## src/hw/rtl/urb_pkg.sv

```systemverilog
`timescale 1ns / 1ps
// ----------------------------------------------------------------------------
// urb_pkg
// Shared types and constants for the UART transmit/receive ring buffers.
// ----------------------------------------------------------------------------
package urb_pkg;

  // Default queue depths
  localparam int TX_DEPTH_DEF = 32;
  localparam int RX_DEPTH_DEF = 128;

  // Fill count width inside the block (holds a fill of up to 255)
  localparam int FILL_W    = 8;
  // Fill widths of the result beat
  localparam int TX_FILL_W = 6;
  localparam int RX_FILL_W = 8;

  // Characters
  localparam logic [7:0] CH_LF = 8'h0A;
  localparam logic [7:0] CH_CR = 8'h0D;

  // Event codes
  typedef enum logic [1:0] {
    ACT_HOST_WRITE = 2'd0,
    ACT_HOST_READ  = 2'd1,
    ACT_LINE_RECV  = 2'd2,
    ACT_TX_READY   = 2'd3
  } act_t;

  // Result status codes
  typedef enum logic [2:0] {
    STAT_OK       = 3'd0,
    STAT_TX_FULL  = 3'd1,
    STAT_RX_EMPTY = 3'd2,
    STAT_RX_DROP  = 3'd3,
    STAT_TX_EMPTY = 3'd4
  } status_t;

  // Sequencer states
  typedef enum logic [1:0] {
    S_IDLE,
    S_LF,
    S_DONE
  } state_t;

  // Queue command from the sequencer
  typedef struct packed {
    logic push;
    logic pop;
  } q_cmd_t;

  // Queue status towards the sequencer
  typedef struct packed {
    logic              empty;
    logic              full;
    logic              room2;
    logic [FILL_W-1:0] fill;
  } q_stat_t;

endpackage

```

## src/hw/rtl/urb_if.sv

```systemverilog
`timescale 1ns / 1ps
// ----------------------------------------------------------------------------
// urb_if
// Event and result channel interfaces (valid/ready handshake).
// ----------------------------------------------------------------------------
interface urb_in_if;
  logic       valid;
  logic       ready;
  logic [1:0] action;
  logic [7:0] byte_in;

  modport source (output valid, output action, output byte_in, input ready);
  modport sink   (input valid, input action, input byte_in, output ready);
endinterface

interface urb_out_if;
  logic       valid;
  logic       ready;
  logic [7:0] byte_out;
  logic       byte_valid;
  logic [2:0] status;
  logic       tx_irq_enable;
  logic [5:0] tx_fill;
  logic [7:0] rx_fill;

  modport source (output valid, output byte_out, output byte_valid, output status,
                  output tx_irq_enable, output tx_fill, output rx_fill, input ready);
  modport sink   (input valid, input byte_out, input byte_valid, input status,
                  input tx_irq_enable, input tx_fill, input rx_fill, output ready);
endinterface

```

## src/hw/rtl/uart_tx_rx_ring_buffers.sv

```systemverilog
`timescale 1ns / 1ps
// ----------------------------------------------------------------------------
// uart_tx_rx_ring_buffers
// Transmit and receive byte ring buffers between a host and a serial line.
// ----------------------------------------------------------------------------
//  channel | dir | beat contents
//  --------+-----+-----------------------------------------------------------
//  in_ch   | in  | action, byte_in
//  out_ch  | out | byte_out, byte_valid, status, tx_irq_enable, tx_fill, rx_fill
//
//  An event is accepted only in the idle state, so the next one waits until the
//  result of the last is loaded; a newline host write with room for two bytes
//  passes an extra state (carriage return and newline go through the single
//  transmit write port in turn); the result register loads in the done state.
//  Reset is synchronous: both queues empty, transmit interrupt enable set.
//  A stalled result beat holds the sequencer in its result state; one
//  further event can be accepted while a beat waits.
// ----------------------------------------------------------------------------
module uart_tx_rx_ring_buffers #(
  parameter int TX_DEPTH = urb_pkg::TX_DEPTH_DEF,
  parameter int RX_DEPTH = urb_pkg::RX_DEPTH_DEF
) (
  input logic       clk,
  input logic       rst_n,
  urb_in_if.sink    in_ch,
  urb_out_if.source out_ch
);

  urb_pkg::q_cmd_t  tx_cmd, rx_cmd;
  urb_pkg::q_stat_t tx_stat, rx_stat;
  logic [7:0]       tx_wdata, rx_wdata, tx_rdata, rx_rdata;

  // Transmit queue
  urb_queue #(.DEPTH(TX_DEPTH)) u_tx_q (
    .clk     (clk),
    .rst_n   (rst_n),
    .cmd     (tx_cmd),
    .wdata   (tx_wdata),
    .rdata_r (tx_rdata),
    .stat    (tx_stat)
  );

  // Receive queue
  urb_queue #(.DEPTH(RX_DEPTH)) u_rx_q (
    .clk     (clk),
    .rst_n   (rst_n),
    .cmd     (rx_cmd),
    .wdata   (rx_wdata),
    .rdata_r (rx_rdata),
    .stat    (rx_stat)
  );

  // Event sequencer
  urb_ctrl u_ctrl (
    .clk      (clk),
    .rst_n    (rst_n),
    .in_ch    (in_ch),
    .out_ch   (out_ch),
    .tx_cmd   (tx_cmd),
    .rx_cmd   (rx_cmd),
    .tx_wdata (tx_wdata),
    .rx_wdata (rx_wdata),
    .tx_stat  (tx_stat),
    .rx_stat  (rx_stat),
    .tx_rdata (tx_rdata),
    .rx_rdata (rx_rdata)
  );

endmodule

```

## src/hw/rtl/urb_queue.sv

```systemverilog
`timescale 1ns / 1ps
// ----------------------------------------------------------------------------
// urb_queue
// Byte ring buffer: one-port-write / one-port-read memory with registered
// read data, and write/read pointers that count modulo twice the depth.
// ----------------------------------------------------------------------------
module urb_queue #(
  parameter int DEPTH = urb_pkg::TX_DEPTH_DEF
) (
  input  logic            clk,
  input  logic            rst_n,
  input  urb_pkg::q_cmd_t cmd,
  input  logic [7:0]      wdata,
  output logic [7:0]      rdata_r,
  output urb_pkg::q_stat_t stat
);

  localparam int PW = $clog2(2 * DEPTH);
  localparam int AW = $clog2(DEPTH);
  localparam logic [PW-1:0] DEPTH_P = PW'(DEPTH);
  localparam logic [PW-1:0] LAST_P  = PW'(2 * DEPTH - 1);
  localparam logic [PW:0]   TWO_D   = (PW + 1)'(2 * DEPTH);
  localparam logic [PW:0]   DEPTH_W = (PW + 1)'(DEPTH);

  logic [7:0]    mem [DEPTH];
  logic [PW-1:0] wp_r, wp_nxt;
  logic [PW-1:0] rp_r, rp_nxt;
  logic [PW-1:0] wslot_full, rslot_full;
  logic [AW-1:0] wslot, rslot;
  logic [PW:0]   diff, fill;

  // Storage slot is the pointer folded into 0..DEPTH-1
  always_comb begin
    wslot_full = (wp_r >= DEPTH_P) ? wp_r - DEPTH_P : wp_r;
    rslot_full = (rp_r >= DEPTH_P) ? rp_r - DEPTH_P : rp_r;
    wslot      = wslot_full[AW-1:0];
    rslot      = rslot_full[AW-1:0];
  end

  // Pointer advance, wrapping at twice the depth
  always_comb begin
    wp_nxt = wp_r;
    rp_nxt = rp_r;
    if (cmd.push) begin
      wp_nxt = (wp_r == LAST_P) ? '0 : wp_r + 1'b1;
    end
    if (cmd.pop) begin
      rp_nxt = (rp_r == LAST_P) ? '0 : rp_r + 1'b1;
    end
  end

  always_ff @(posedge clk) begin
    if (!rst_n) begin
      wp_r <= '0;
      rp_r <= '0;
    end else begin
      wp_r <= wp_nxt;
      rp_r <= rp_nxt;
    end
  end

  // Memory: write and registered read
  always_ff @(posedge clk) begin
    if (cmd.push) begin
      mem[wslot] <= wdata;
    end
    if (cmd.pop) begin
      rdata_r <= mem[rslot];
    end
  end

  // Fill level and room flags
  always_comb begin
    diff = {1'b0, wp_r} - {1'b0, rp_r};
    fill = (wp_r >= rp_r) ? diff : diff + TWO_D;
    stat.fill  = urb_pkg::FILL_W'(fill);
    stat.empty = (fill == '0);
    stat.full  = (fill >= DEPTH_W);
    stat.room2 = (fill + (PW + 1)'(2) <= DEPTH_W);
  end

endmodule

```

## src/hw/rtl/urb_ctrl.sv

```systemverilog
`timescale 1ns / 1ps
// ----------------------------------------------------------------------------
// urb_ctrl
// Event sequencer: decodes one event, drives the queue commands, keeps the
// transmit interrupt enable and loads the result register.
// ----------------------------------------------------------------------------
module urb_ctrl (
  input  logic             clk,
  input  logic             rst_n,
  urb_in_if.sink           in_ch,
  urb_out_if.source        out_ch,
  output urb_pkg::q_cmd_t  tx_cmd,
  output urb_pkg::q_cmd_t  rx_cmd,
  output logic [7:0]       tx_wdata,
  output logic [7:0]       rx_wdata,
  input  urb_pkg::q_stat_t tx_stat,
  input  urb_pkg::q_stat_t rx_stat,
  input  logic [7:0]       tx_rdata,
  input  logic [7:0]       rx_rdata
);

  urb_pkg::state_t  state_r, state_nxt;
  urb_pkg::act_t    act;
  urb_pkg::status_t pend_status_r, pend_status_nxt;
  logic             pend_valid_r, pend_valid_nxt;
  logic             pend_tx_r, pend_tx_nxt;
  logic             irq_r, irq_nxt;
  logic             accept, is_lf, load;

  logic             out_valid_r, out_valid_nxt;
  logic [7:0]       out_byte_r, out_byte_nxt;
  logic             out_bvalid_r, out_bvalid_nxt;
  logic [2:0]       out_status_r, out_status_nxt;
  logic             out_irq_r, out_irq_nxt;
  logic [5:0]       out_txf_r, out_txf_nxt;
  logic [7:0]       out_rxf_r, out_rxf_nxt;

  assign in_ch.ready = (state_r == urb_pkg::S_IDLE);
  assign act    = urb_pkg::act_t'(in_ch.action);
  assign is_lf  = (in_ch.byte_in == urb_pkg::CH_LF);
  assign accept = in_ch.valid && in_ch.ready;
  assign load   = (state_r == urb_pkg::S_DONE) && (!out_valid_r || out_ch.ready);

  // Next state
  always_comb begin
    state_nxt = state_r;
    case (state_r)
      urb_pkg::S_IDLE: begin
        if (accept) begin
          if (act == urb_pkg::ACT_HOST_WRITE && is_lf && tx_stat.room2) begin
            state_nxt = urb_pkg::S_LF;
          end else begin
            state_nxt = urb_pkg::S_DONE;
          end
        end
      end
      urb_pkg::S_LF:   state_nxt = urb_pkg::S_DONE;
      urb_pkg::S_DONE: if (load) state_nxt = urb_pkg::S_IDLE;
      default:         state_nxt = urb_pkg::S_IDLE;
    endcase
  end

  // Outputs: queue commands, write data and pending result
  always_comb begin
    tx_cmd          = '0;
    rx_cmd          = '0;
    tx_wdata        = (state_r == urb_pkg::S_LF) ? urb_pkg::CH_LF :
                      (is_lf ? urb_pkg::CH_CR : in_ch.byte_in);
    rx_wdata        = in_ch.byte_in;
    pend_status_nxt = pend_status_r;
    pend_valid_nxt  = pend_valid_r;
    pend_tx_nxt     = pend_tx_r;
    irq_nxt         = irq_r;
    case (state_r)
      urb_pkg::S_IDLE: begin
        if (accept) begin
          pend_status_nxt = urb_pkg::STAT_OK;
          pend_valid_nxt  = 1'b0;
          pend_tx_nxt     = 1'b0;
          case (act)
            urb_pkg::ACT_HOST_WRITE: begin
              if (is_lf ? !tx_stat.room2 : tx_stat.full) begin
                pend_status_nxt = urb_pkg::STAT_TX_FULL;
              end else begin
                tx_cmd.push = 1'b1;
                irq_nxt     = 1'b1;
              end
            end
            urb_pkg::ACT_HOST_READ: begin
              if (rx_stat.empty) begin
                pend_status_nxt = urb_pkg::STAT_RX_EMPTY;
              end else begin
                rx_cmd.pop     = 1'b1;
                pend_valid_nxt = 1'b1;
              end
            end
            urb_pkg::ACT_LINE_RECV: begin
              if (rx_stat.full) begin
                pend_status_nxt = urb_pkg::STAT_RX_DROP;
              end else begin
                rx_cmd.push = 1'b1;
              end
            end
            default: begin
              if (tx_stat.empty) begin
                pend_status_nxt = urb_pkg::STAT_TX_EMPTY;
                irq_nxt         = 1'b0;
              end else begin
                tx_cmd.pop     = 1'b1;
                pend_valid_nxt = 1'b1;
                pend_tx_nxt    = 1'b1;
              end
            end
          endcase
        end
      end
      // second write of a newline pair
      urb_pkg::S_LF: tx_cmd.push = 1'b1;
      default: ;
    endcase
  end

  // Result register next values
  always_comb begin
    out_valid_nxt  = out_valid_r && !out_ch.ready;
    out_byte_nxt   = out_byte_r;
    out_bvalid_nxt = out_bvalid_r;
    out_status_nxt = out_status_r;
    out_irq_nxt    = out_irq_r;
    out_txf_nxt    = out_txf_r;
    out_rxf_nxt    = out_rxf_r;
    if (load) begin
      out_valid_nxt  = 1'b1;
      out_byte_nxt   = pend_valid_r ? (pend_tx_r ? tx_rdata : rx_rdata) : 8'h00;
      out_bvalid_nxt = pend_valid_r;
      out_status_nxt = pend_status_r;
      out_irq_nxt    = irq_r;
      out_txf_nxt    = tx_stat.fill[urb_pkg::TX_FILL_W-1:0];
      out_rxf_nxt    = rx_stat.fill[urb_pkg::RX_FILL_W-1:0];
    end
  end

  // Control registers
  always_ff @(posedge clk) begin
    if (!rst_n) begin
      state_r     <= urb_pkg::S_IDLE;
      irq_r       <= 1'b1;
      out_valid_r <= 1'b0;
    end else begin
      state_r     <= state_nxt;
      irq_r       <= irq_nxt;
      out_valid_r <= out_valid_nxt;
    end
  end

  // Payload registers
  always_ff @(posedge clk) begin
    pend_status_r <= pend_status_nxt;
    pend_valid_r  <= pend_valid_nxt;
    pend_tx_r     <= pend_tx_nxt;
    out_byte_r    <= out_byte_nxt;
    out_bvalid_r  <= out_bvalid_nxt;
    out_status_r  <= out_status_nxt;
    out_irq_r     <= out_irq_nxt;
    out_txf_r     <= out_txf_nxt;
    out_rxf_r     <= out_rxf_nxt;
  end

  assign out_ch.valid         = out_valid_r;
  assign out_ch.byte_out      = out_byte_r;
  assign out_ch.byte_valid    = out_bvalid_r;
  assign out_ch.status        = out_status_r;
  assign out_ch.tx_irq_enable = out_irq_r;
  assign out_ch.tx_fill       = out_txf_r;
  assign out_ch.rx_fill       = out_rxf_r;

endmodule

```

## src/flat_wrapper.sv

```systemverilog
// flat-port wrapper written by rule: the top's interface ports become plain ports
module uart_tx_rx_ring_buffers_flat 
#(
  parameter int TX_DEPTH = urb_pkg::TX_DEPTH_DEF,
  parameter int RX_DEPTH = urb_pkg::RX_DEPTH_DEF
)
  (clk, rst_n, in_ch_valid, in_ch_action, in_ch_byte_in, in_ch_ready, out_ch_valid, out_ch_byte_out, out_ch_byte_valid, out_ch_status, out_ch_tx_irq_enable, out_ch_tx_fill, out_ch_rx_fill, out_ch_ready);
  urb_in_if in_ch_i ();
  urb_out_if out_ch_i ();
  input logic clk;
  input logic rst_n;
  input wire logic [$bits(in_ch_i.valid)-1:0] in_ch_valid;
  input wire logic [$bits(in_ch_i.action)-1:0] in_ch_action;
  input wire logic [$bits(in_ch_i.byte_in)-1:0] in_ch_byte_in;
  output wire logic [$bits(in_ch_i.ready)-1:0] in_ch_ready;
  output wire logic [$bits(out_ch_i.valid)-1:0] out_ch_valid;
  output wire logic [$bits(out_ch_i.byte_out)-1:0] out_ch_byte_out;
  output wire logic [$bits(out_ch_i.byte_valid)-1:0] out_ch_byte_valid;
  output wire logic [$bits(out_ch_i.status)-1:0] out_ch_status;
  output wire logic [$bits(out_ch_i.tx_irq_enable)-1:0] out_ch_tx_irq_enable;
  output wire logic [$bits(out_ch_i.tx_fill)-1:0] out_ch_tx_fill;
  output wire logic [$bits(out_ch_i.rx_fill)-1:0] out_ch_rx_fill;
  input wire logic [$bits(out_ch_i.ready)-1:0] out_ch_ready;
  assign in_ch_i.valid = in_ch_valid;
  assign in_ch_i.action = in_ch_action;
  assign in_ch_i.byte_in = in_ch_byte_in;
  assign in_ch_ready = in_ch_i.ready;
  assign out_ch_valid = out_ch_i.valid;
  assign out_ch_byte_out = out_ch_i.byte_out;
  assign out_ch_byte_valid = out_ch_i.byte_valid;
  assign out_ch_status = out_ch_i.status;
  assign out_ch_tx_irq_enable = out_ch_i.tx_irq_enable;
  assign out_ch_tx_fill = out_ch_i.tx_fill;
  assign out_ch_rx_fill = out_ch_i.rx_fill;
  assign out_ch_i.ready = out_ch_ready;
  uart_tx_rx_ring_buffers #(.TX_DEPTH(TX_DEPTH), .RX_DEPTH(RX_DEPTH)) u_core (.clk(clk), .rst_n(rst_n), .in_ch(in_ch_i), .out_ch(out_ch_i));
endmodule
```

## config.mk

```make
export PLATFORM = sky130hd
export DESIGN_NAME = uart_tx_rx_ring_buffers_flat
export DESIGN_NICKNAME = d
export VERILOG_FILES = /design/src/hw/rtl/urb_pkg.sv /design/src/hw/rtl/urb_if.sv /design/src/hw/rtl/uart_tx_rx_ring_buffers.sv /design/src/hw/rtl/urb_queue.sv /design/src/hw/rtl/urb_ctrl.sv /design/src/flat_wrapper.sv
export SDC_FILE = /design/constraint.sdc
export NUM_CORES = 2
export LEC_CHECK = 0
export ABC_AREA = 1
export CAP_MARGIN = 25
export CORE_UTILIZATION = 50
export DETAILED_ROUTE_END_ITERATION = 8
export DONT_BUFFER_PORTS = 1
export HOLD_SLACK_MARGIN = 0.03
export MAX_ROUTING_LAYER = met4
export PLACE_DENSITY = 0.68
export SYNTH_ARGS = -nofsm -noshare
export SYNTH_HDL_FRONTEND = slang
export SYNTH_SLANG_ARGS = --single-unit
```

## constraint.sdc

```tcl
create_clock -name clk -period 3.05 [get_ports clk]
set_input_delay 0.4575 -clock clk [delete_from_list [all_inputs] [get_ports clk]]
set_output_delay 0.4575 -clock clk [all_outputs]
set_load 0.01 [all_outputs]
```

==> Word level (Yosys, flattened, before mapping) <==
Memory sizes are Yosys's and may differ from the RTL's. A register that Yosys moved wholly into a read port is not among the register bits.
Cells that the tools add are included.
W data, S select, Z words.
{ "totals": {"ff_bits": 64, "ram_bits": 1280, "in_bits": 14, "output_inout_bits": 29, "mem_count": 2} }
{ "memory_table": {"columns": ["name", "words", "word_bits", "read_ports", "rd_ports_with_merged_regs", "write_ports", "line", "source"], "rows": [
  ["u_core.u_rx_q.mem", 128, 8, 1, 1, 1, "urb_queue.sv:25", "logic [7:0] mem [DEPTH];"],
  ["u_core.u_tx_q.mem", 32, 8, 1, 1, 1, "urb_queue.sv:25", null]
]} }
{ "op_classes": {"add_sub_neg": 13, "n_lt_le_gt_ge": 9, "eq_ne": 12, "mux": 45, "n_bitwise": 1, "n_reduce_logical": 20} }
{ "op_table": {"columns": ["cell", "n"], "rows": [
  ["$mux W8", 5],
  ["$mux W7", 3],
  ["$mux W1", 18],
  ["$add A8 B1 Y8 const B", 2],
  ["$eq A8 B8 Y1 const B", 2],
  ["$ge A8 B8 Y1 const B", 2],
  ["$mux W2", 8],
  ["$sub A7 B1 Y7 const B", 2],
  ["$add A6 B1 Y6 const B", 2],
  ["$eq A6 B6 Y1 const B", 2],
  ["$ge A6 B6 Y1 const B", 2],
  ["$mux W6", 2],
  ["$mux W5", 2],
  ["$sub A5 B1 Y5 const B", 2],
  ["$add A9 B9 Y9 const B", 1],
  ["$ge A9 B8 Y1 const B", 1],
  ["$logic_not A9 Y1", 1],
  ["$mux W9", 1],
  ["$pmux W3 S3", 1],
  ["$sub A8 B8 Y9", 1],
  ["$eq A8 B4 Y1 const B", 1],
  ["$ge A8 B8 Y1", 1],
  ["$add A7 B2 Y7 const B", 1],
  ["$add A7 B7 Y7 const B", 1],
  ["other kinds (22)", 36]
]} }

==> Depth between registers and ports, before layout <==
{ "logic_depth": {"depth_word": 13, "mapped_depth": 18, "depth_no_buf": 18} }

==> Hierarchy <==
A second synthesis with hierarchy kept.
{ "hier_totals": {"hier_cells": 5278, "area_unflattened_um2": 57410.1} }
{ "modules_own_cells": {"columns": ["module", "instances", "cells_each", "area_per_inst_um2"], "rows": [
  ["urb_queue at u_core.u_rx_q", 1, 4118, 44202.4],
  ["urb_queue at u_core.u_tx_q", 1, 1011, 11548.6],
  ["urb_ctrl", 1, 149, 1659.1]
]} }

==> Least setup slack after synthesis <==
No wires, ideal clock.
{ "synth_path": {"path_kind": "reg-to-reg", "start": "register u_core.u_rx_q.rp_r[3]", "end": "memory u_core.u_rx_q.mem[86][0], enable pin", "setup_time_ns": 0.370, "arrival_ns": 2.875, "required_time_ns": 2.680, "setup_slack_ns": -0.195, "path_stages_with_launch": 15, "path_buffers": 3, "period_less_slack_ns": 3.245, "cell_sequence": "dfxtp_1 -> inv_1 -> clkbuf_1 -> clkbuf_1 -> ha_1 -> a21oi_2 -> o21ai_2 -> a21oi_1 -> o21ai_1 -> xnor2_2 -> nand3_2 -> inv_4 -> buf_6 -> nand4_4 -> nor2_1"} }
{ "synth_between": {"elab_chain_len": 10} }
{ "synth_rtl": {"columns": ["element", "line", "source"], "rows": [
  ["from (decl)", "urb_queue.sv:27", "logic [PW-1:0] rp_r, rp_nxt;"],
  ["from (signal assigned)", "urb_queue.sv:58", "rp_r <= rp_nxt;"],
  ["$sub A8 B8 Y9", "urb_queue.sv:74", "diff = {1'b0, wp_r} - {1'b0, rp_r};"],
  ["$add A9 B9 Y9", "urb_queue.sv:75", "fill = (wp_r >= rp_r) ? diff : diff + TWO_D;"],
  ["$mux W9 *", "urb_queue.sv:75", null],
  ["$ge A9 B8 Y1 *", "urb_queue.sv:78", "stat.full = (fill >= DEPTH_W);"],
  ["$mux W1 *", "urb_ctrl.sv:98", "if (rx_stat.full) begin"],
  ["$mux W1 *", "urb_ctrl.sv:80", "case (act)"],
  ["$mux W2 *", "urb_ctrl.sv:76", "if (accept) begin"],
  ["$mux W2 *", "urb_ctrl.sv:74", "case (state_r)"],
  ["$mux W1 *", "urb_queue.sv:64", "if (cmd.push) begin"],
  ["$mux W1 (implied by the code) *", "urb_queue.sv:65", "mem[wslot] <= wdata;"],
  ["to (decl)", "urb_queue.sv:25", null]
]} }
Every way passes the cells marked *; elsewhere a longest branch is shown, timed or not.

==> Worst setup path in the final report <==
{ "layout_path": {"start": "register u_core.u_rx_q.rp_r[1]", "end": "register u_core.u_rx_q.rdata_r[1], read port of u_core.u_rx_q.mem (data pin)"} }
{ "layout_between": {"elab_chain_len": 8} }
{ "layout_rtl": {"columns": ["element", "line", "source"], "rows": [
  ["$sub A8 B8 Y9", "urb_queue.sv:74", null],
  ["$add A9 B9 Y9", "urb_queue.sv:75", null],
  ["$mux W9", "urb_queue.sv:75", null],
  ["$logic_not A9 Y1", "urb_queue.sv:77", "stat.empty = (fill == '0);"],
  ["$mux W1", "urb_ctrl.sv:90", "if (rx_stat.empty) begin"],
  ["$mux W1", "urb_ctrl.sv:80", null],
  ["$mux W2", "urb_ctrl.sv:76", null],
  ["$mux W2", "urb_ctrl.sv:74", null],
  ["to (decl)", "urb_queue.sv:14", "output logic [7:0] rdata_r,"]
]} }
Several ways; a longest one is shown, not always the timed one.
A chain may end at the register's enable or synchronous reset.

==> flow_summary.yaml <==
synth:
  synth_enable_flop_cells: 1328
  synth_nets: 4370
  ys_ff_latch: 1360
  avgSynthCellArea_um2: 12.7
  ys.flop_type: "edfxtp_1"
  yosys_warnings: 0
  ys_seq_area_share_pct: 73.6
  synth_cell_types: 53
  synthArstFlopShare_pct: 0
  synthCells: 4328
  syn_area_um2: 55000
clock_network:
  ctsLongestPathBuffers: 3
  insertion_delay_ns: 0.75
  tritoncts: "built"
  cts-root-buf: "clkbuf_16"
  cts_buffers: 135
  clkTransAtPathRegs_ns: 0.06
  h-tree-depth: 4
  clock-sinks: 1360
power:
  leakage_nw: 21.0
  vdd_drop_max_uv: 450
  pwr_density_cell_nw_per_um2: 614
timing:
  period_share_pct: 97.1
  slew_headroom_pct: 25.3
  finalSetupTns_ns: 0
  layout_setup_ws_ns: 0.0871
  fmax_mhz: 338
  rsz0062_at_grt: "true"
  clock-skew-final_ns: 0.0327
  drv_slew: 0
  hold_viol_final: 0
  fin_crit_ns: 2.96
  finalSetupViolCount: 0
  worst_slew_pin_slew_ns: 1.12
floorplan:
  num_rows: 121
  start_util_pct: 50.5
  ios: 43
  die_h_um: 334
  die_area_um2: 111000
  die_x_um: 334
  core_area_um2: 109000
setup_path:
  crit_top_cell: "nand3_1"
  critPathCaptureType: "flip-flop"
  worstPathRequired_ns: 3.65
  worst-path-buf-inv: 2
  crit_path_cell_trace: "inv_6, buf_12, o21ai_0, o221ai_1, nand3_1, nand4_1, nand3_1, nand3_1, and2_1"
  worstSetupPathType: "reg -> reg"
  cp_max_fo: 226
  critPathArrivalTime_ns: 3.56
  start_kind: "flip-flop"
  max_stage_delay_ns: 0.50
  path_delay_family: "simple AND/OR/NAND/NOR gates"
  slowest_stage: "buf_12"
final_layout:
  fin_cells: 6029
  finalInstanceArea_um2: 62900
  layout_commonest_cell: "edfxtp_1"
  area_delta_synth_final_pct: 14.4
  layout_common_cells: "edfxtp_1, nor2_1, o21ai_0, buf_4, nand2_1"
  layout-drive-gt1-share_pct: 13.5
  fin_util_pct: 57.7
  nets: 4557
  fill_cells: 8566
routing:
  wl_per_cell_um: 24.7
  routed_wl_um: 149000
  drt_iter0_drc: 4755
  drc: 0
  viasPerCell: 6.06
  vias: 36500
  first_pass_iters: 5
  drtAntennaViolNets: 0
place:
  dp_hpwl_um: 82600
  pre_cts_ws_ns: -0.0964
  dpl.cell_count: 5774
  dpl_cell_area_um2: 58300
  portBuffers: 0
  gp_congestion: 0.891
run:
  drv_cap: 0
status:
  status: "finished, final reports clean"
global_routing:
  grt_pass1_vias: 35000
  grt_pass1_wl_um: 219000
  grt_usage_pct: 27.3
  overflow: 0
  grt_start_max_net_pins: 227
  antenna_found_initial: 2
worst_hold_path:
  hold_path.class: "in -> reg"
-- synth_stat cells (4+ instances only) --
master    count  share of area, %
ha_1         26              0.59
buf_4        15              0.20
dfxtp_1      32               1.2
o211ai_1     57              0.78
clkinv_1      6             0.041
nor3_1        8             0.073
o22ai_1     196               2.2
o21ai_1       9             0.082
nand3_1     154               1.4
nand3_2       6              0.11
nand4_1      26              0.30
nor2_1      898               6.1
buf_1         7             0.048
nand2_4       7              0.14
xor2_1       16              0.25
clkbuf_1    194               1.3
nand2_2       5             0.057
nand4_2       6              0.14
a31oi_1       9              0.10
a21oi_1      60              0.55
o21ai_0     674               6.1
nor4_1        6             0.068
edfxtp_1   1328                72
a21oi_2       8              0.13
nand2_8       5              0.18
nand2_1     271               1.8
inv_1        91              0.62
inv_2         4             0.027
o221ai_1     94               1.5
buf_2        63              0.57
nor2_2       17              0.19
-- logic make-up after synthesis --
logic type / after synthesis / synth area share, %
AOI/OAI and AO/OA: 1116 / 11.6
xor gates and xnor gates: 19 / 0.316
adders and majority gates: 28 / 0.664
buffers and inverters: 384 / 2.90
DFF: 1360 / 73.6
and+or+nand+nor: 1421 / 10.9
-- report_power, final --
part	total, W	switching [W]	internal (W)
logic	0.00212	0.00156	0.000555
registers	0.0206	0.0000512	0.0206
clock network	0.0159	0.00684	0.00906
total	0.0387	0.00846	0.0302
-- path summary, 6_finish.rpt --
kind	from	endpoint	slack, ns	cells after the start
worst max-delay path	u_core.u_rx_q.rp_r[1]	u_core.u_rx_q.rdata_r[1]	0.09	9
worst min register to register	u_core.u_ctrl.pend_status_r[2]	u_core.u_ctrl.out_ch.status[2]	0.45	0
worst max register to register	u_core.u_rx_q.rp_r[1]	u_core.u_rx_q.rdata_r[1]	0.09	9
worst min-delay path	in_ch_byte_in[7]	u_core.u_tx_q.mem[15][7]	0.07	2
-- area by class of cell --
| cell class | count | area, um2 | area share, % |
|---|---|---|---|
| antenna | 3 | 7.51 | 0.0119 |
| timing repair buffer | 331 | 2940 | 4.67 |
| multi-input combinational | 2584 | 13100 | 20.8 |
| clock buffer | 172 | 3650 | 5.81 |
| sequential | 1360 | 40500 | 64.4 |
| tap | 1414 | 1770 | 2.81 |
| inverter | 103 | 412 | 0.654 |
| clock inverter | 62 | 536 | 0.851 |
-- per-stage QoR --
step | total power (W) | hold slack [ns]
floorplan | 0.0221 | 0.400
detailed placement | 0.0228 | 0.406
finish | 0.0387 | 0.0732
global placement | 0.0227 | 0.432
global route | 0.0396 | 0.0882
CTS | 0.0388 | 0.0480
-- registers in the layout, summed over array words and instances (netlist names) --
register	flops
u_core.u_rx_q.wp_r	8
u_core.u_ctrl.out_ch.tx_irq_enable	1
u_core.u_ctrl.state_r	2
u_core.u_ctrl.out_ch.status	3
u_core.u_rx_q.rdata_r	8
u_core.u_ctrl.out_ch.valid	1
u_core.u_ctrl.out_ch.byte_out	8
u_core.u_rx_q.mem	1024
u_core.u_tx_q.wp_r	6
u_core.u_ctrl.out_ch.rx_fill	8
u_core.u_tx_q.rdata_r	8
u_core.u_ctrl.pend_status_r	3
u_core.u_ctrl.irq_r	1
u_core.u_tx_q.mem	256
u_core.u_ctrl.out_ch.byte_valid	1
u_core.u_tx_q.rp_r	6
u_core.u_ctrl.out_ch.tx_fill	6
u_core.u_ctrl.pend_tx_r	1
u_core.u_rx_q.rp_r	8
u_core.u_ctrl.pend_valid_r	1
-- routing by layer --
layer	vias up	track usage, %	share of wire [%]
met2	2076	40.9	46
met1	17800	37.0	40
met3	332	5.32	10
met4	0	10.7	3.8
li1	16300	-	-
met5	-	-	0
-- what timing repair did --
action | in CTS | in global routing
hold buffers | 12 | 0
gates cloned | 0 | 0
setup endpoints to repair | 372 | 1264
hold endpoints to repair | 1032 | 0
pin swaps | 0 | 3
gates resized for setup | 6 | 15
buffers inserted | 0 | 5
Note: power is estimated with default switching activity, not from simulation.
